==> src/rtl/core/i2cee_pkg.sv <==
package i2cee_pkg;

  localparam int unsigned ADDR_BITS_DEF = 16;
  localparam int unsigned CFG_INDEX_W = 1;
  localparam int unsigned CFG_DATA_W = 1;

  typedef enum logic [2:0] {
    OP_MATCH_WR = 3'd0,
    OP_MATCH_RD = 3'd1,
    OP_RX_BYTE  = 3'd2,
    OP_TX_EMPTY = 3'd3,
    OP_TX_END   = 3'd4
  } op_t;

  typedef enum logic [2:0] {
    PH_IDLE      = 3'd0,
    PH_ADDR_HI   = 3'd1,
    PH_ADDR_LO   = 3'd2,
    PH_RECEIVING = 3'd3,
    PH_SENDING   = 3'd4,
    PH_SEND_DONE = 3'd5
  } phase_t;

  typedef enum logic [1:0] {
    ACC_NONE  = 2'd0,
    ACC_READ  = 2'd1,
    ACC_WRITE = 2'd2
  } access_kind_t;

  typedef enum logic [CFG_INDEX_W-1:0] {
    CFG_READ_STORE  = 1'd0,
    CFG_WRITE_STORE = 1'd1
  } cfg_index_t;

  typedef struct packed {
    logic [2:0] op;
    logic [7:0] rx_byte;
    logic       stop_seen;
    logic       nack_seen;
    logic       arbitration_lost;
    logic       rx_pending;
    logic       is_bus_condition;
  } evt_item_t;

  typedef struct packed {
    logic [1:0]  access_kind;
    logic [15:0] access_address;
    logic [7:0]  write_byte;
    logic        send_filler;
    logic [2:0]  phase;
    logic [15:0] pointer_now;
  } acc_item_t;

  typedef struct packed {
    logic read_store_present;
    logic write_store_present;
  } cfg_t;

endpackage

==> src/rtl/core/i2cee_evt_if.sv <==
interface i2cee_evt_if import i2cee_pkg::*; ();
  logic      valid;
  logic      ready;
  evt_item_t payload;

  modport source (output valid, output payload, input ready);
  modport sink (input valid, input payload, output ready);
endinterface

==> src/rtl/core/i2cee_acc_if.sv <==
interface i2cee_acc_if import i2cee_pkg::*; ();
  logic      valid;
  logic      ready;
  acc_item_t payload;

  modport source (output valid, output payload, input ready);
  modport sink (input valid, input payload, output ready);
endinterface

==> src/rtl/core/i2cee_in_stage.sv <==
module i2cee_in_stage import i2cee_pkg::*; (
  input  logic       clk,
  input  logic       rst,
  i2cee_evt_if.sink  evt,
  input  logic       adv,
  output logic       stage_valid,
  output evt_item_t  stage_item
);

  assign evt.ready = !stage_valid || adv;

  always_ff @(posedge clk) begin
    if (rst) begin
      stage_valid <= 1'b0;
    end else if (evt.valid && evt.ready) begin
      stage_valid <= 1'b1;
    end else if (adv) begin
      stage_valid <= 1'b0;
    end
  end

  always_ff @(posedge clk) begin
    if (evt.valid && evt.ready) begin
      stage_item <= evt.payload;
    end
  end

endmodule

==> src/rtl/core/i2cee_core.sv <==
module i2cee_core import i2cee_pkg::*; #(
  parameter int unsigned ADDR_BITS = ADDR_BITS_DEF
) (
  input  logic        clk,
  input  logic        rst,
  input  cfg_t        cfg,
  input  logic        stage_valid,
  input  evt_item_t   stage_item,
  output logic        adv,
  i2cee_acc_if.source acc
);

  phase_t                 phase;
  phase_t                 phase_next;
  logic [ADDR_BITS-1:0]   ptr;
  logic [ADDR_BITS-1:0]   ptr_next;
  logic [ADDR_BITS-1:0]   ptr_inc;
  logic [ADDR_BITS+15:0]  hi_wide;
  logic [ADDR_BITS+15:0]  lo_wide;
  logic [ADDR_BITS+15:0]  cur_ext;
  logic [ADDR_BITS+15:0]  next_ext;
  access_kind_t           kind;
  logic [15:0]            addr;
  logic [7:0]             wbyte;
  logic                   filler;
  logic                   step;

  assign adv      = !acc.valid || acc.ready;
  assign step     = stage_valid && adv;
  assign ptr_inc  = ptr + ADDR_BITS'(1);
  assign hi_wide  = {ADDR_BITS'(0), stage_item.rx_byte, 8'h00};
  assign lo_wide  = {(ADDR_BITS + 8)'(0), stage_item.rx_byte};
  assign cur_ext  = {16'h0000, ptr};
  assign next_ext = {16'h0000, ptr_next};

  always_comb begin
    phase_next = phase;
    ptr_next   = ptr;
    case (op_t'(stage_item.op))
      OP_MATCH_WR: begin
        phase_next = PH_ADDR_HI;
      end
      OP_MATCH_RD: begin
        phase_next = PH_SENDING;
        ptr_next   = ptr_inc;
      end
      OP_RX_BYTE: begin
        case (phase)
          PH_ADDR_HI: begin
            ptr_next   = hi_wide[ADDR_BITS-1:0];
            phase_next = PH_ADDR_LO;
          end
          PH_ADDR_LO: begin
            ptr_next   = ptr | lo_wide[ADDR_BITS-1:0];
            phase_next = PH_RECEIVING;
          end
          PH_RECEIVING: begin
            ptr_next = ptr_inc;
            if (stage_item.stop_seen) begin
              phase_next = PH_IDLE;
            end
          end
          default: begin
          end
        endcase
      end
      OP_TX_EMPTY: begin
        ptr_next   = ptr_inc;
        phase_next = PH_SEND_DONE;
      end
      OP_TX_END: begin
        if (!stage_item.is_bus_condition) begin
          phase_next = PH_SENDING;
        end else if (stage_item.nack_seen || stage_item.arbitration_lost ||
                     (stage_item.stop_seen && !stage_item.rx_pending)) begin
          phase_next = PH_IDLE;
        end
      end
      default: begin
      end
    endcase
  end

  always_comb begin
    kind   = ACC_NONE;
    addr   = 16'h0000;
    wbyte  = 8'h00;
    filler = 1'b0;
    case (op_t'(stage_item.op))
      OP_MATCH_RD, OP_TX_EMPTY: begin
        addr = cur_ext[15:0];
        if (cfg.read_store_present) begin
          kind = ACC_READ;
        end else begin
          filler = 1'b1;
        end
      end
      OP_RX_BYTE: begin
        if (phase == PH_RECEIVING) begin
          addr = cur_ext[15:0];
          if (cfg.write_store_present) begin
            kind  = ACC_WRITE;
            wbyte = stage_item.rx_byte;
          end
        end
      end
      default: begin
      end
    endcase
  end

  always_ff @(posedge clk) begin
    if (rst) begin
      phase     <= PH_IDLE;
      ptr       <= '0;
      acc.valid <= 1'b0;
    end else begin
      if (adv) begin
        acc.valid <= stage_valid;
      end
      if (step) begin
        phase <= phase_next;
        ptr   <= ptr_next;
      end
    end
  end

  always_ff @(posedge clk) begin
    if (step) begin
      acc.payload.access_kind    <= kind;
      acc.payload.access_address <= addr;
      acc.payload.write_byte     <= wbyte;
      acc.payload.send_filler    <= filler;
      acc.payload.phase          <= phase_next;
      acc.payload.pointer_now    <= next_ext[15:0];
    end
  end

endmodule

==> src/rtl/core/i2c_slave_eeprom_subaddress_fsm_unit.sv <==
// I2C target transaction layer with two-byte EEPROM sub-addressing. Each event item from the
// byte engine yields exactly one result item: the store access to make (read or write at the
// address pointer), the phase after the event and the pointer after it. One item is taken
// per clock cycle; an item passes first through the input register, where the next phase
// and pointer are worked out, and then through the result register, and stalls only when a
// result is not taken.
// Write configuration only while no item is in flight.
module i2c_slave_eeprom_subaddress_fsm_unit import i2cee_pkg::*; #(
  parameter int unsigned ADDR_BITS = ADDR_BITS_DEF
) (
  input  logic                   clk,
  input  logic                   rst,
  input  logic                   cfg_we,
  input  logic [CFG_INDEX_W-1:0] cfg_index,
  input  logic [CFG_DATA_W-1:0]  cfg_data,
  i2cee_evt_if.sink              evt,
  i2cee_acc_if.source            acc
);

  cfg_t      cfg;
  logic      adv;
  logic      stage_valid;
  evt_item_t stage_item;

  always_ff @(posedge clk) begin
    if (rst) begin
      cfg.read_store_present  <= 1'b1;
      cfg.write_store_present <= 1'b1;
    end else if (cfg_we) begin
      case (cfg_index_t'(cfg_index))
        CFG_READ_STORE:  cfg.read_store_present  <= cfg_data[0];
        CFG_WRITE_STORE: cfg.write_store_present <= cfg_data[0];
        default: begin
        end
      endcase
    end
  end

  i2cee_in_stage u_in_stage (
    .clk         (clk),
    .rst         (rst),
    .evt         (evt),
    .adv         (adv),
    .stage_valid (stage_valid),
    .stage_item  (stage_item)
  );

  i2cee_core #(
    .ADDR_BITS (ADDR_BITS)
  ) u_core (
    .clk         (clk),
    .rst         (rst),
    .cfg         (cfg),
    .stage_valid (stage_valid),
    .stage_item  (stage_item),
    .adv         (adv),
    .acc         (acc)
  );

endmodule

==> src/flat_wrapper.sv <==
// flat-port wrapper written by rule: the top's interface ports become plain ports
module i2c_slave_eeprom_subaddress_fsm_unit_flat import i2cee_pkg::*;
#(
  parameter int unsigned ADDR_BITS = ADDR_BITS_DEF
)
  (clk, rst, cfg_we, cfg_index, cfg_data, evt_valid, evt_payload, evt_ready, acc_valid, acc_payload, acc_ready);
  i2cee_evt_if evt_i ();
  i2cee_acc_if acc_i ();
  input  logic clk;
  input  logic rst;
  input  logic cfg_we;
  input  logic [CFG_INDEX_W-1:0] cfg_index;
  input  logic [CFG_DATA_W-1:0] cfg_data;
  input wire logic [$bits(evt_i.valid)-1:0] evt_valid;
  input wire logic [$bits(evt_i.payload)-1:0] evt_payload;
  output wire logic [$bits(evt_i.ready)-1:0] evt_ready;
  output wire logic [$bits(acc_i.valid)-1:0] acc_valid;
  output wire logic [$bits(acc_i.payload)-1:0] acc_payload;
  input wire logic [$bits(acc_i.ready)-1:0] acc_ready;
  assign evt_i.valid = evt_valid;
  assign evt_i.payload = evt_payload;
  assign evt_ready = evt_i.ready;
  assign acc_valid = acc_i.valid;
  assign acc_payload = acc_i.payload;
  assign acc_i.ready = acc_ready;
  i2c_slave_eeprom_subaddress_fsm_unit #(.ADDR_BITS(ADDR_BITS)) u_core (.clk(clk), .rst(rst), .cfg_we(cfg_we), .cfg_index(cfg_index), .cfg_data(cfg_data), .evt(evt_i), .acc(acc_i));
endmodule
==> config.mk <==
export PLATFORM = sky130hd
export DESIGN_NAME = i2c_slave_eeprom_subaddress_fsm_unit_flat
export DESIGN_NICKNAME = d
export VERILOG_FILES = /design/src/rtl/core/i2cee_pkg.sv /design/src/rtl/core/i2cee_evt_if.sv /design/src/rtl/core/i2cee_acc_if.sv /design/src/rtl/core/i2cee_in_stage.sv /design/src/rtl/core/i2cee_core.sv /design/src/rtl/core/i2c_slave_eeprom_subaddress_fsm_unit.sv /design/src/flat_wrapper.sv
export SDC_FILE = /design/constraint.sdc
export NUM_CORES = 1
export LEC_CHECK = 0
export ABC_AREA = 0
export BUFFER_PORTS_ARGS = -buffer_cell sky130_fd_sc_hd__buf_2
export CAP_MARGIN = 20
export CORE_MARGIN = 10
export CORE_UTILIZATION = 45
export DETAILED_ROUTE_END_ITERATION = 10
export PLACE_DENSITY = 0.7
export REMOVE_ABC_BUFFERS = 1
export SLEW_MARGIN = 15
export SYNTH_ARGS = -nofsm -noshare
export SYNTH_HDL_FRONTEND = slang
export SYNTH_SLANG_ARGS = --single-unit
==> constraint.sdc <==
create_clock -name clk -period 3.1 [get_ports clk]
set_input_delay 0.62 -clock clk [delete_from_list [all_inputs] [get_ports clk]]
set_output_delay 0.62 -clock clk [all_outputs]
set_load 0.02 [all_outputs]
## Yosys cells after proc, flatten, opt, wreduce, memory -nomap -nowiden

Cells that the tools add are included.

- Output and inout bits: 48
- Flip-flop bits (word level): 85
- Logic and storage cells: 61
- Input port bits: 23

- Muxes and demuxes: 16
- Equal/unequal tests: 7
- Add/subtract/negate cells: 1
- Bitwise operators: 2
- Reduce and logical (&&, ||, !) cells: 16

Operators by type and width:

| kind | number |
|---|---|
| one-hot mux 16 bit (2 select lines) | 2 |
| one-hot mux 16 bit (3 select lines) | 1 |
| adder 16 x 1 -> 16 bit (second input constant) | 1 |
| 2-to-1 mux 16 bit | 1 |
| OR 16 x 8 -> 16 bit | 1 |
| one-hot mux 3 bit (5 select lines) | 1 |
| == test 3 x 2 -> 1 bit (second input constant) | 4 |
| 2-to-1 mux 3 bit | 3 |
| one-hot mux 3 bit (3 select lines) | 1 |
| == test 3 x 1 -> 1 bit (second input constant) | 2 |
| logical OR 1 bit | 4 |
| 2-to-1 mux 1 bit | 4 |
| 2-to-1 mux 2 bit | 2 |
| one-hot mux 2 bit (2 select lines) | 1 |
| AND reduction 2 bit | 2 |
| == test 3 bit (second input constant) | 1 |
| logical AND 1 bit | 3 |
| zero test 1 bit | 3 |
| zero test 3 bit | 1 |
| AND reduction 3 bit | 1 |
| nonzero test 2 bit | 1 |
| OR reduction 2 bit | 1 |
| inverter 1 bit | 1 |

## Depth between registers and ports, before layout

Gate-level depths: netlist of run 1.

- Depth after elaboration: 6
- Mapped depth: 7
- Mapped depth without buffers: 6

## Cells and area by module

From an unflattened synthesis of run 1, not the netlist that was laid out.

- Cell total of the unflattened synthesis: 331
- Area, all modules: 3,861.2 um^2

Modules (own cells, without submodules):

| module | instances | cells an instance | seq. area each (um^2) | area each (um^2) |
|---|---|---|---|---|
| i2cee_core | 1 | 302 | 1,781.7 | 3,248.1 |
| i2cee_in_stage | 1 | 21 | 500.5 | 535.5 |
| i2c_slave_eeprom_subaddress_fsm_unit | 1 | 8 | 40.0 | 77.6 |

## Worst setup path after synthesis of run 1

No wires, ideal clock.

- Kind: input -> register
- Start point: in acc_ready
- End point: reg u_core.u_core.ptr[5]
- Path slack: 37 ps
- Arrival time: 2,949 ps
- Path buffers: 2
- Setup time: 115 ps
- Required time: 2,985 ps
- Cell stages on the path: 7
- Cells stage by stage: nor2b_1 -> nand2b_1 -> clkbuf_1 -> inv_1 -> buf_1 -> a31oi_1 -> o21a_1

- Cells in the longest elaborated chain, start to end: 2

Ends and longest elaborated chain:

| item | line | source |
|---|---|---|
| start: declaration | flat_wrapper.sv:19 | `input wire logic [$bits(acc_i.ready)-1:0] acc_ready;` |
| logical OR 1 bit | i2cee_core.sv:28 | `assign adv = !acc.valid \|\| acc.ready;` |
| logical AND 1 bit | i2cee_core.sv:29 | `assign step = stage_valid && adv;` |
| via u_core.u_core.step | i2cee_core.sv:26 | `logic step;` |
| end signal: assignment | i2cee_core.sv:123 | `ptr <= ptr_next;` |
| end: declaration | i2cee_core.sv:15 | `logic [ADDR_BITS-1:0] ptr;` |

The timed path passes the listed nets, and every way through them passes these cells.
A chain may end at the register's enable or synchronous reset.

## Worst setup path in the final report of run 1

- Start point: reg u_core.u_in_stage.stage_item[15] (netlist name)
- End point: reg u_core.u_core.ptr[9]

- Cells in the longest elaborated chain, start to end: 3
- Elaborated cells between the ends (all ways): 5
- Classes of those cells: 3 x eq/ne; 1 x mux; 1 x reduce/logical

Ends and longest elaborated chain:

| item | line | source |
|---|---|---|
| == test 3 x 1 -> 1 bit / == test 3 x 2 -> 1 bit (equally long branches) | i2cee_core.sv:39 | `case (op_t'(stage_item.op))` |
| OR reduction 2 bit (no source line) | n/a |  |
| one-hot mux 16 bit (2 select lines) (*) | i2cee_core.sv:39 |  |

Mark *: on every way between the ends. The rest lies on a longest branch, timed or not.

==> results of run 1 <==
==> cells in the mapped netlist (2+ instances only) <==
library cell	instances	area share (%)
sky130_fd_sc_hd__inv_1	11	1.0
sky130_fd_sc_hd__o21ai_0	21	2.6
sky130_fd_sc_hd__dfxtp_1	23	11
sky130_fd_sc_hd__a211oi_1	4	0.75
sky130_fd_sc_hd__mux2_2	2	0.56
sky130_fd_sc_hd__nor2b_1	9	1.4
sky130_fd_sc_hd__o21a_1	5	0.93
sky130_fd_sc_hd__nand4_1	5	0.78
sky130_fd_sc_hd__nor3b_1	2	0.37
sky130_fd_sc_hd__nand2_1	19	1.8
sky130_fd_sc_hd__nor2_1	32	3.0
sky130_fd_sc_hd__or4_1	3	0.56
sky130_fd_sc_hd__and2_1	22	3.4
sky130_fd_sc_hd__o2bb2ai_1	2	0.44
sky130_fd_sc_hd__a32o_1	2	0.50
sky130_fd_sc_hd__a31oi_1	3	0.47
sky130_fd_sc_hd__o211ai_1	4	0.75
sky130_fd_sc_hd__nand2b_1	4	0.62
sky130_fd_sc_hd__a21oi_1	16	2.0
sky130_fd_sc_hd__buf_2	9	1.1
sky130_fd_sc_hd__and3b_1	3	0.65
sky130_fd_sc_hd__a311oi_1	3	0.65
sky130_fd_sc_hd__and3_1	4	0.62
sky130_fd_sc_hd__and4_1	2	0.44
sky130_fd_sc_hd__o31ai_1	4	0.75
sky130_fd_sc_hd__edfxtp_1	62	46
sky130_fd_sc_hd__o41ai_1	2	0.44
sky130_fd_sc_hd__a21o_1	6	1.1
sky130_fd_sc_hd__a22oi_1	9	1.7
sky130_fd_sc_hd__clkbuf_1	16	1.5
sky130_fd_sc_hd__nand3_1	11	1.4
sky130_fd_sc_hd__nor4b_1	2	0.44
sky130_fd_sc_hd__buf_1	2	0.19
sky130_fd_sc_hd__o32ai_1	4	0.87
sky130_fd_sc_hd__nor3_1	6	0.75
sky130_fd_sc_hd__or3_1	2	0.31
sky130_fd_sc_hd__o41a_1	2	0.56
sky130_fd_sc_hd__xnor2_1	6	1.3
sky130_fd_sc_hd__o31a_1	4	0.87
==> per-layer routing <==
metal  global-route usage [%]  vias up
met1                    18.47     1491
li1                         -     1493
met3                    5.608       11
met4                    3.592        0
met2                    23.41      126
met5                        0        -
==> worst max-delay path: cells and delay by family (launching register included) <==
kind | cells | cell delay (ns)
compound gates | 3 | 0.45
flops | 1 | 0.57
simple gates | 2 | 0.97
==> sequential cells by signal (all words and copies together) (netlist names) <==
name,count
u_core.u_in_stage.stage_item,16
u_core.u_core.ptr,16
u_core.u_core.phase,3
u_core.u_core.acc.payload,46
u_core.u_in_stage.stage_valid,1
u_core.cfg,2
u_core.u_core.acc.valid,1
==> cell families after synthesis <==
logic type	Yosys count	synth area share (%)
AO/OA/AOI/OAI	101	17.42
multiplexers	3	0.9347
XOR/XNOR	6	1.309
buffers and inverters	40	4.207
flip-flops	85	57.84
AND/OR/NAND/NOR	132	17.98
adder cells (fa/ha/maj)	1	0.3116
==> cell type report <==
class	instances	area (sq um)
Clock buffer	11	131.4
Inverter	12	45.04
Sequential cell	85	2322
Clock inverter	5	52.55
Fill cell	786	4108
Multi-Input combinational cell	243	1524
Timing Repair Buffer	77	402.9
Tap cell	108	135.1
==> worst max path at each step <==
stage	startpoint	endpoint	slack, ns	depth (start not counted)
3_3_place_gp	acc_ready	u_core.u_core.ptr[12]	1.10	7
6_report	u_core.u_in_stage.stage_item[15]	u_core.u_core.ptr[9]	1.02	5
4_1_cts	u_core.u_in_stage.stage_item[15]	u_core.u_core.ptr[11]	1.04	5
2_1_floorplan	acc_ready	u_core.u_core.ptr[12]	0.22	5
5_1_grt	u_core.u_in_stage.stage_item[15]	u_core.u_core.ptr[11]	0.87	5
3_5_place_dp	acc_ready	u_core.u_core.ptr[14]	1.04	7
==> power breakdown <==
part           internal, mW  switching (mW)  total (mW)  leakage [nW]
Combinational        0.0725           0.136       0.208         0.804
Clock                 0.369           0.376       0.745        0.0931
Sequential             1.27          0.0414        1.31         0.791
Total                  1.71           0.553        2.26          1.69
==> metrics by stage <==
step | instance area (sq um) | utilization [%] | power, mW
floorplan | 3891 | - | 1.450
global placement | 4429 | 50.79 | 1.539
detailed placement | 4429 | 50.79 | 1.544
CTS | 4613 | 52.90 | 2.281
global route | 4613 | 52.90 | 2.355
finish | 4613 | 52.90 | 2.264
==> metrics.md, run 1 <==
| Metric | Value |
|---|---|
| Crit start category | `flip-flop` |
| Synth Warn # | `0` |
| Final layout net count | `452` |
| Initial DRT Pass Iterations | `4` |
| Leading cell type in the layout, fill and taps excluded | `sky130_fd_sc_hd__buf_2` |
| RD Place Congestion | `0.8987` |
| Post-synthesis sequential element count | `85` |
| Number of flops mapped to enable cells by yosys | `62` |
| Type of the setup path with the least slack | `reg -> reg` |
| Run status | `finished clean` |
| Destination of the worst hold path | `u_core.u_in_stage.stage_item[4]` |
| Via count of the first global-routing pass | `2989` |
| Number of DRC markers after the initial detailed-route iteration | `211` |
| Worst Path Max Fanout | `14` |
| Post-route fraction of the period consumed by the critical path | `67.05%` |
| DP Wirelength | `6756 microns` |
| Reg2Reg Depth | `5` |
| Layout Skew | `about 0.011 ns` |
| RSZ-0062 raised after global routing | `no` |
| Leakage | `1.688 nW` |
| Endpoint type of the worst setup path | `flip-flop` |
| Slowest-stage cell, CP | `sky130_fd_sc_hd__edfxtp_1` |
| Netlist Area Pre-Place | `0.004015 sq mm` |
| Boundary pin count | `slightly above 70` |
| Actual slew at the worst max-slew pin | `0.7634 ns` |
| Crit path required time | `3.36 ns` |
| Non-filler cells in the finished layout | `roughly 540` |
| Worst min-delay path class | `in -> reg` |
| Terminus of the critical flop-to-flop path | `u_core.u_core.ptr[9]` |
| Final setup slack of the worst path | `1.022 ns` |
| Global-route wire length before repair | `15640 microns` |
| Row count | `34` |
| Synthesis-to-layout area growth | `14.90%` |
| Worst skew pair latency | `about 0.35 ns` |
| Top Layer Used | `met4` |
| Crit path time final | `2.078 ns` |
| Power per standard cell area | `490.7 mW/mm^2` |
| Routed length on met1 | `4155 microns` |
| Maximum clock path buffer count | `2` |
| Proportion of layout cells with a drive suffix above 1 | `22.40%` |
| DR WL met2 | `4563 microns` |
| Max Freq | `0.4811 GHz` |
| Antenna violations before repair | `0` |
| Total negative slack for setup checks | `0 ns` |
| Hold Slack | `0.4373 ns` |
| Reported max-cap violation count | `0` |
| Slack of the worst reg-to-reg path | `1.02 ns` |
| Met3 wire length | `817 microns` |
| Post-synth top flop | `sky130_fd_sc_hd__edfxtp_1` |
| GRT Overall Usage | `14.74%` |
| TritonCTS buffer count | `9` |
| Number of unique standard cell types used by synthesis | `59` |
| DRT antenna net count | `0` |
| Worst flop-to-flop path startpoint | `u_core.u_in_stage.stage_item[15]` |
| Number of stages on the worst hold path | `1` |
| Share of synthesized registers carrying an async set or reset | `0%` |
| Relative max-transition margin | `between 40% and 50%` |
| Number of vias after detailed routing | `about 3100` |
| Number of levels the H-tree was split into | `3` |
| Crit-path max cell delay | `0.57 ns` |
| Final routed DRC violation total | `0` |
| CP cell instances | `or3b_1, nor3_4, a22oi_1, o31a_1, o32ai_1` |
| Antenna diodes | `0` |
| Detailed-route wire length per cell | `17.84 microns` |
| Floorplan core area | `0.008721 sq mm` |
| Grt ovf | `0` |
| # Post-CTS Setup Buffers | `0` |
| Startpoint of the lowest-slack hold path | `evt_payload[4]` |
| Endpoints failing hold | `0` |
| Number of clock sinks seen by CTS | `between 80 and 90` |
| Leading cell types in the layout, fill and taps excluded | `70 x sky130_fd_sc_hd__buf_2, 62 x sky130_fd_sc_hd__edfxtp_1, 32 x sky130_fd_sc_hd__nor2_1` |
| Aggregate routed wire length | `9653 microns` |
| Hold buffer count at cts | `0` |
| Detailed-route vias per instance | `5.769` |
| Gate count after technology mapping | `368` |
| Reg clk slew, reported paths | `approximately 0.08 ns` |
| Total placed cells including tap cells | `~530` |
| Post-placement setup slack | `1.038 ns` |
| Port Buffer Count | `70` |
| Resized cells post-CTS | `0` |
| Largest net degree at the start of global routing | `45` |
| Overall die height | `about 110 microns` |
| VDD IR max | `0.2413 mV` |
| Count of pins over their slew limit | `0` |
| Average size of a mapped cell | `10.91 sq um` |
| Starting utilization of the core area | `46.04%` |
| Finish-stage setup viols | `0` |
| TritonCTS clock tree | `built` |
| Clock tree root driver cell | `sky130_fd_sc_hd__clkbuf_8` |
| Overall die width | `between 100 and 150 microns` |
| Worst path arrival time | `2.34 ns` |
| Sequential share of the synthesized area | `approximately 58%` |
| DIE AREA | `0.01310 sq mm` |
No activity file was read; power rests on OpenSTA's default activity.
==> run 2, diff against run 1 <==
==> constraint.sdc (replaced) <==
create_clock -name clk -period 1.8 [get_ports clk]
set_input_delay 0.36 -clock clk [delete_from_list [all_inputs] [get_ports clk]]
set_output_delay 0.36 -clock clk [all_outputs]
set_load 0.02 [all_outputs]
==> run 2 against run 1 <==
  * Sequential cell count unchanged
  * Routed wire length up 6.4%
  * Power grew 78%
  * Critical path depth stayed put
  * Combinational power up 120%
  * Die area unchanged
  * Cell count increased by 6.3%
==> metrics.md, run 2 (same netlist as run 1, synthesis figures left out) <==
| Metric | Value |
|---|---|
| Run status | `finished clean` |
| Switching share of power | `25.41%` |
| Antenna diodes | `0` |
| Internal portion of total power | `about 3 mW` |
| Aggregate routed wire length | `10270 microns` |
| Global-route wire length before repair | `around 17000 microns` |
| Endpoint type of the worst setup path | `flip-flop` |
| Largest register FFs | `46` |
| Leading cell types in the layout, fill and taps excluded | `70 x sky130_fd_sc_hd__buf_2, 62 x sky130_fd_sc_hd__edfxtp_1, 35 x sky130_fd_sc_hd__buf_4` |
| Count of pins over their slew limit | `0` |
| Hold Slack | `0.1612 ns` |
| Detailed-route wire length per cell | `about 18 microns` |
| Destination of the worst hold path | `u_core.u_in_stage.stage_item[4]` |
| Hold buffer count at cts | `0` |
| Crit start category | `flip-flop` |
| Overall die width | `114.5 microns` |
| Reported max-cap violation count | `0` |
| Startpoint of the lowest-slack hold path | `evt_payload[4]` |
| Actual slew at the worst max-slew pin | `0.8135 ns` |
| Worst skew pair latency | `0.37 ns` |
| Proportion of layout cells with a drive suffix above 1 | `32.12%` |
| Post-route fraction of the period consumed by the critical path | `96.61%` |
| GRT Overall Usage | `15.80%` |
| Net Sw Power | `1.022 mW` |
| RSZ-0062 raised after global routing | `yes` |
| Power per standard cell area | `801.5 mW/mm^2` |
| Overall die height | `114.5 microns` |
| Grt ovf | `0` |
| Floorplan core area | `0.008721 sq mm` |
| Worst min-delay path class | `in -> reg` |
| Leading cell type in the layout, fill and taps excluded | `sky130_fd_sc_hd__buf_2` |
| Leakage | `1.891 nW` |
| Starting utilization of the core area | `46.04%` |
| Relative contribution of combinational cells to total power | `11.2%` |
| VDD IR max | `0.4374 mV` |
| TritonCTS clock tree | `built` |
| TritonCTS buffer count | `9` |
| Max Freq | `roughly 0.58 GHz` |
| Largest net degree at the start of global routing | `30` |
| Slack of the worst reg-to-reg path | `0.06 ns` |
| Top reg by flops | `u_core.u_core.acc.payload` |
| Reg2Reg Depth | `5` |
| DP Wirelength | `~7300 microns` |
| Endpoints failing hold | `0` |
| Number of stages on the worst hold path | `1` |
| Type of the setup path with the least slack | `reg -> reg` |
| Initial DRT Pass Iterations | `4` |
| Number of vias after detailed routing | `between 3000 and 4000` |
| Maximum clock path buffer count | `2` |
| Worst path arrival time | `2.03 ns` |
| Crit path time final | `1.739 ns` |
| Final routed DRC violation total | `0` |
| Largest registers ranked by flip-flop count | `u_core.u_core.acc.payload (46), u_core.u_core.ptr (16), u_core.u_in_stage.stage_item (16)` |
| RD Place Congestion | `0.8898` |
| Terminus of the critical flop-to-flop path | `u_core.u_core.ptr[0]` |
| Via count of the first global-routing pass | `3204` |
| Reg clk slew, reported paths | `0.09 ns` |
| DIE AREA | `0.01310 sq mm` |
| Finish-stage setup viols | `0` |
| Non-filler cells in the finished layout | `between 500 and 600` |
| Layout Skew | `0.01336 ns` |
| Proportion of power drawn by flip-flops and latches | `55.6%` |
| Row count | `34` |
| Critical path startpoint | `u_core.u_core.ptr[0]` |
| Number of clock sinks seen by CTS | `85` |
| Worst Path Max Fanout | `7` |
| Final layout net count | `486` |
| Worst flop-to-flop path startpoint | `u_core.u_core.ptr[0]` |
| Port Buffer Count | `70` |
| Relative max-transition margin | `45.76%` |
| Total placed cells including tap cells | `557` |
| Number of DRC markers after the initial detailed-route iteration | `239` |
| DRT antenna net count | `0` |
| Crit path required time | `2.09 ns` |
| Detailed-route vias per instance | `5.548` |
| Antenna violations before repair | `0` |
| Boundary pin count | `71` |
| Synthesis-to-layout area growth | `24.99%` |
| Number of levels the H-tree was split into | `3` |
| Clock tree root driver cell | `sky130_fd_sc_hd__clkbuf_8` |
| Clock power frac | `33.2%` |
-- run 2: per-layer routing --
layer	GRT usage [%]	part of all wire [%]
met5	0	0
met4	5.764	1.5
met3	4.769	9.1
met2	24.50	47
met1	20.34	43
-- run 2: worst max-delay path by stage --
stage,end,cells after the start
2_1_floorplan,u_core.u_core.ptr[12],5
3_3_place_gp,u_core.u_core.ptr[4],4
3_5_place_dp,u_core.u_core.ptr[4],4
4_1_cts,u_core.u_core.ptr[2],5
5_1_grt,u_core.u_core.ptr[0],5
6_report,u_core.u_core.ptr[0],5
-- run 2: final cells by class --
| cell class | instances | area, sq um |
|---|---|---|
| clock buffer | 10 | 127.6 |
| sequential | 85 | 2332 |
| timing repair buffer | 111 | 724.4 |
| tap | 108 | 135.1 |
| inverter | 12 | 47.55 |
| multi-input combinational | 243 | 1588 |
| fill | 724 | 3702 |
| clock inverter | 6 | 63.81 |
-- run 2: timing repair --
action                     in CTS  in global routing
setup buffers                   0                  2
pin swaps                       0                  3
setup endpoints to repair       3                 34
gates resized for setup         2                 24
-- run 2: per-stage QoR --
step	area, sq um	setup slack, ns	total power [mW]	utilization, %	setup TNS [ns]
3_5_place_dp	4732	-0.01229	2.716	54.26	-0.01745
2_1_floorplan	3891	-0.9430	2.498	-	-41.87
4_1_cts	4930	0.001624	4.034	56.53	0
5_1_grt	5019	-0.004754	4.189	57.55	-0.006364
6_report	5019	0.06101	4.022	57.55	0
3_3_place_gp	4732	0.02367	2.707	54.26	0
-- run 2: worst max-delay path, stage by stage, from the launching register on --
cell and delay (ns):
sky130_fd_sc_hd__dfxtp_4 0.38, sky130_fd_sc_hd__nor2b_4 0.12, sky130_fd_sc_hd__mux2_4 0.31, sky130_fd_sc_hd__o41a_1 0.32, sky130_fd_sc_hd__or4_1 0.41, sky130_fd_sc_hd__a21oi_1 0.13
-- run 2: power by group through the flow --
stage | combinational (mW) | clock (mW) | sequential (mW)
global route | 0.492 | 1.45 | 2.25
finish | 0.452 | 1.34 | 2.24
detailed placement | 0.437 | 0 | 2.28
global placement | 0.431 | 0 | 2.28
floorplan | 0.160 | 0 | 2.34
CTS | 0.440 | 1.36 | 2.23
==> run 3, diff against run 2 <==
--- a/config.mk
+++ b/config.mk
@@ -16,4 +16,5 @@
 export SLEW_MARGIN = 15
 export SYNTH_ARGS = -nofsm -noshare
 export SYNTH_HDL_FRONTEND = slang
+export SYNTH_HIERARCHICAL = 1
 export SYNTH_SLANG_ARGS = --single-unit
==> run 3 against run 2 <==
  * The flow now finishes with violations (negative setup slack)
  * Die area decreased by 3.2%
  * Critical path depth unchanged
  * Clock-buffer cell count increased by 4
  * First-iteration DRC count decreased by 11%
==> metrics.md, run 3 <==
| Metric | Value |
|---|---|
| Worst min-delay path class | `in -> reg` |
| VDD IR max | `roughly 0.39 mV` |
| Sequential share of the synthesized area | `60.14%` |
| Reg clk slew, reported paths | `0.08 ns` |
| Post-synth top flop | `sky130_fd_sc_hd__edfxtp_1` |
| DRT antenna net count | `0` |
| Detailed-route wire length per cell | `17.55 microns` |
| Starting utilization of the core area | `46.52%` |
| Most frequent cell after synthesis | `sky130_fd_sc_hd__edfxtp_1` |
| Floorplan core area | `0.008299 sq mm` |
| Finish-stage setup viols | `4` |
| Hold buffer count at cts | `0` |
| Share of synthesized registers carrying an async set or reset | `0%` |
| Netlist Area Pre-Place | `0.003861 sq mm` |
| Top reg by flops | `u_core/u_core/acc.payload` |
| Relative max-transition margin | `61.75%` |
| Violations in the final reports | `negative setup slack` |
| Worst Path Max Fanout | `3` |
| Largest register FFs | `46` |
| Number of clock sinks seen by CTS | `85` |
| Overall die width | `approximately 110 microns` |
| Run status | `complete, but fails checks` |
| Worst path arrival time | `2.09 ns` |
| Leading cell type in the layout, fill and taps excluded | `sky130_fd_sc_hd__buf_2` |
| Type of the setup path with the least slack | `reg -> reg` |
| Proportion of layout cells with a drive suffix above 1 | `41.87%` |
| Aggregate routed wire length | `around 10000 microns` |
| Largest cells by area after synthesis | `sky130_fd_sc_hd__edfxtp_1 48%, sky130_fd_sc_hd__dfxtp_1 12%, sky130_fd_sc_hd__nor2_1 2.9%, sky130_fd_sc_hd__o21ai_0 2.9%, sky130_fd_sc_hd__and2_1 2.8%` |
| Largest registers ranked by flip-flop count | `u_core/u_core/acc.payload (46), u_core/u_core/ptr (16), u_core/u_in_stage/stage_item (16)` |
| Port Buffer Count | `70` |
| Final setup slack of the worst path | `-0.03767 ns` |
| Endpoints failing hold | `0` |
| Clock tree root driver cell | `sky130_fd_sc_hd__clkbuf_8` |
| RSZ-0062 raised after global routing | `yes` |
| Maximum clock path buffer count | `2` |
| Gate count after technology mapping | `331` |
| Largest net degree at the start of global routing | `46` |
| Number of DRC markers after the initial detailed-route iteration | `213` |
| Row count | `33` |
| Post-route fraction of the period consumed by the critical path | `102.1%` |
| Overall die height | `about 110 microns` |
| Average size of a mapped cell | `11.67 sq um` |
| Post-layout util | `roughly 60%` |
| Leading cell types in the layout, fill and taps excluded | `70 x sky130_fd_sc_hd__buf_2, 62 x sky130_fd_sc_hd__edfxtp_1, 53 x sky130_fd_sc_hd__buf_4` |
| Number of levels the H-tree was split into | `3` |
| Final layout net count | `480` |
| Initial DRT Pass Iterations | `5` |
| DP Wirelength | `7097 microns` |
| Grt ovf | `0` |
| Reported max-cap violation count | `0` |
| Finished Cell Area | `slightly above 0.005 sq mm` |
| Top post-synthesis cells by count | `62 x sky130_fd_sc_hd__edfxtp_1, 30 x sky130_fd_sc_hd__nor2_1, 23 x sky130_fd_sc_hd__dfxtp_1` |
| Power per standard cell area | `790.0 mW/mm^2` |
| Actual slew at the worst max-slew pin | `roughly 0.57 ns` |
| Combined area of the multi-input logic cells | `0.001501 sq mm` |
| Register Area | `0.002333 sq mm` |
| Antenna diodes | `0` |
| Global-route wire length before repair | `roughly 16000 microns` |
| Via count of the first global-routing pass | `3116` |
| Layout Skew | `between 0.008 and 0.009 ns` |
| Worst skew pair latency | `0.35 ns` |
| Total placed instance area | `0.004671 sq mm` |
| GRT Overall Usage | `between 10% and 20%` |
| Synth Warn # | `6` |
| Layout fillers | `671` |
| Crit path required time | `2.05 ns` |
| Endpoint type of the worst setup path | `flip-flop` |
| Detailed-route vias per instance | `5.567` |
| Count of pins over their slew limit | `0` |
| Crit path time final | `approximately 1.8 ns` |
| Share of Yosys cell area claimed by the top area cell type | `48.22%` |
| TritonCTS buffer count | `9` |
| Total negative slack for setup checks | `-0.07247 ns` |
| Number of vias after detailed routing | `3151` |
| Synthesis-to-layout area growth | `30.88%` |
| Number of unique standard cell types used by synthesis | `67` |
| Antenna violations before repair | `0` |
| RD Place Congestion | `0.8471` |
| DIE AREA | `~0.013 sq mm` |
| Boundary pin count | `71` |
| Max Freq | `between 0.5 and 0.6 GHz` |
| Crit start category | `flip-flop` |
| Cell accounting for the most synthesized area | `sky130_fd_sc_hd__edfxtp_1` |
| Post-synthesis sequential element count | `85` |
| TritonCTS clock tree | `built` |
| Number of flops mapped to enable cells by yosys | `62` |
| Final routed DRC violation total | `0` |
| Leakage | `1.971 nW` |
run 3: worst paths after layout:
path	from	end	slack (ns)	cells after the start
max	u_core/u_in_stage/stage_item[4]	u_core/u_core/phase[0]	-0.04	5
min	evt_payload[8]	u_core/u_in_stage/stage_item[8]	0.18	1
max reg2reg	u_core/u_in_stage/stage_item[4]	u_core/u_core/phase[0]	-0.04	5
min reg2reg	u_core/u_in_stage/stage_valid	u_core/u_core/acc.valid	0.51	2
run 3: kinds of logic (layout without fill, tap and decap cells):
| logic type | after synthesis | in the layout | synth area share [%] |
|---|---|---|---|
| flops | 85 | 85 | 60.14 |
| buf+inv | 32 | 162 | 4.115 |
| fa+ha+maj | 1 | 1 | 0.3240 |
| simple gates | 111 | 111 | 16.40 |
| mux | 3 | 3 | 0.8425 |
| xor+xnor | 8 | 8 | 1.815 |
| compound gates | 91 | 91 | 16.36 |
run 3: metal layers:
metal | global-route usage [%] | routed length [microns] | up-vias
li1 | - | - | 1485
met1 | 19.16 | 4271 | 1526
met2 | 24.19 | 4809 | 128
met3 | 4.260 | 726 | 12
met4 | 4.315 | 128 | 0
met5 | 0 | 0 | -
run 3: stage by stage:
step / worst slack (ns) / cells / power (mW) / hold WS [ns]
4_1_cts: 0.004170 / 562 / 3.981 / 0.1731
3_3_place_gp: 0.02174 / 544 / 2.684 / 0.4878
6_report: -0.03767 / 566 / 3.992 / 0.1813
2_1_floorplan: -1.186 / 316 / 2.485 / 0.4224
3_5_place_dp: -0.09466 / 544 / 2.696 / 0.4975
5_1_grt: -0.1246 / 566 / 4.156 / 0.1670
run 3: final cells by class:
type | count | area share, %
clock inverters | 2 | 0.6685
well taps | 105 | 2.600
multi-input cells | 214 | 29.71
inverters | 17 | 1.263
repair buffers | 129 | 16.56
clock buffers | 14 | 3.021
flip-flops and latches | 85 | 46.17
run 3: power breakdown:
| part | internal [mW] | switching [mW] |
|---|---|---|
| combinational | 0.182 | 0.271 |
| sequential | 2.19 | 0.0521 |
| clock | 0.678 | 0.621 |
| total | 3.05 | 0.944 |
run 3: repair_timing:
item / 4_1_cts / 5_1_grt
resized for setup: 6 / 40
gates cloned: 0 / 0
setup endpoints to repair: 8 / 30
buffers inserted: 2 / 4
pin swaps: 3 / 12
run 3: worst max-delay path, stage by stage (launching register included):
cell and delay (ns):
sky130_fd_sc_hd__edfxtp_1 0.42, sky130_fd_sc_hd__nor2b_1 0.18, sky130_fd_sc_hd__nor4b_1 0.50, sky130_fd_sc_hd__a2bb2oi_1 0.25, sky130_fd_sc_hd__o22ai_1 0.12, sky130_fd_sc_hd__a221oi_1 0.28
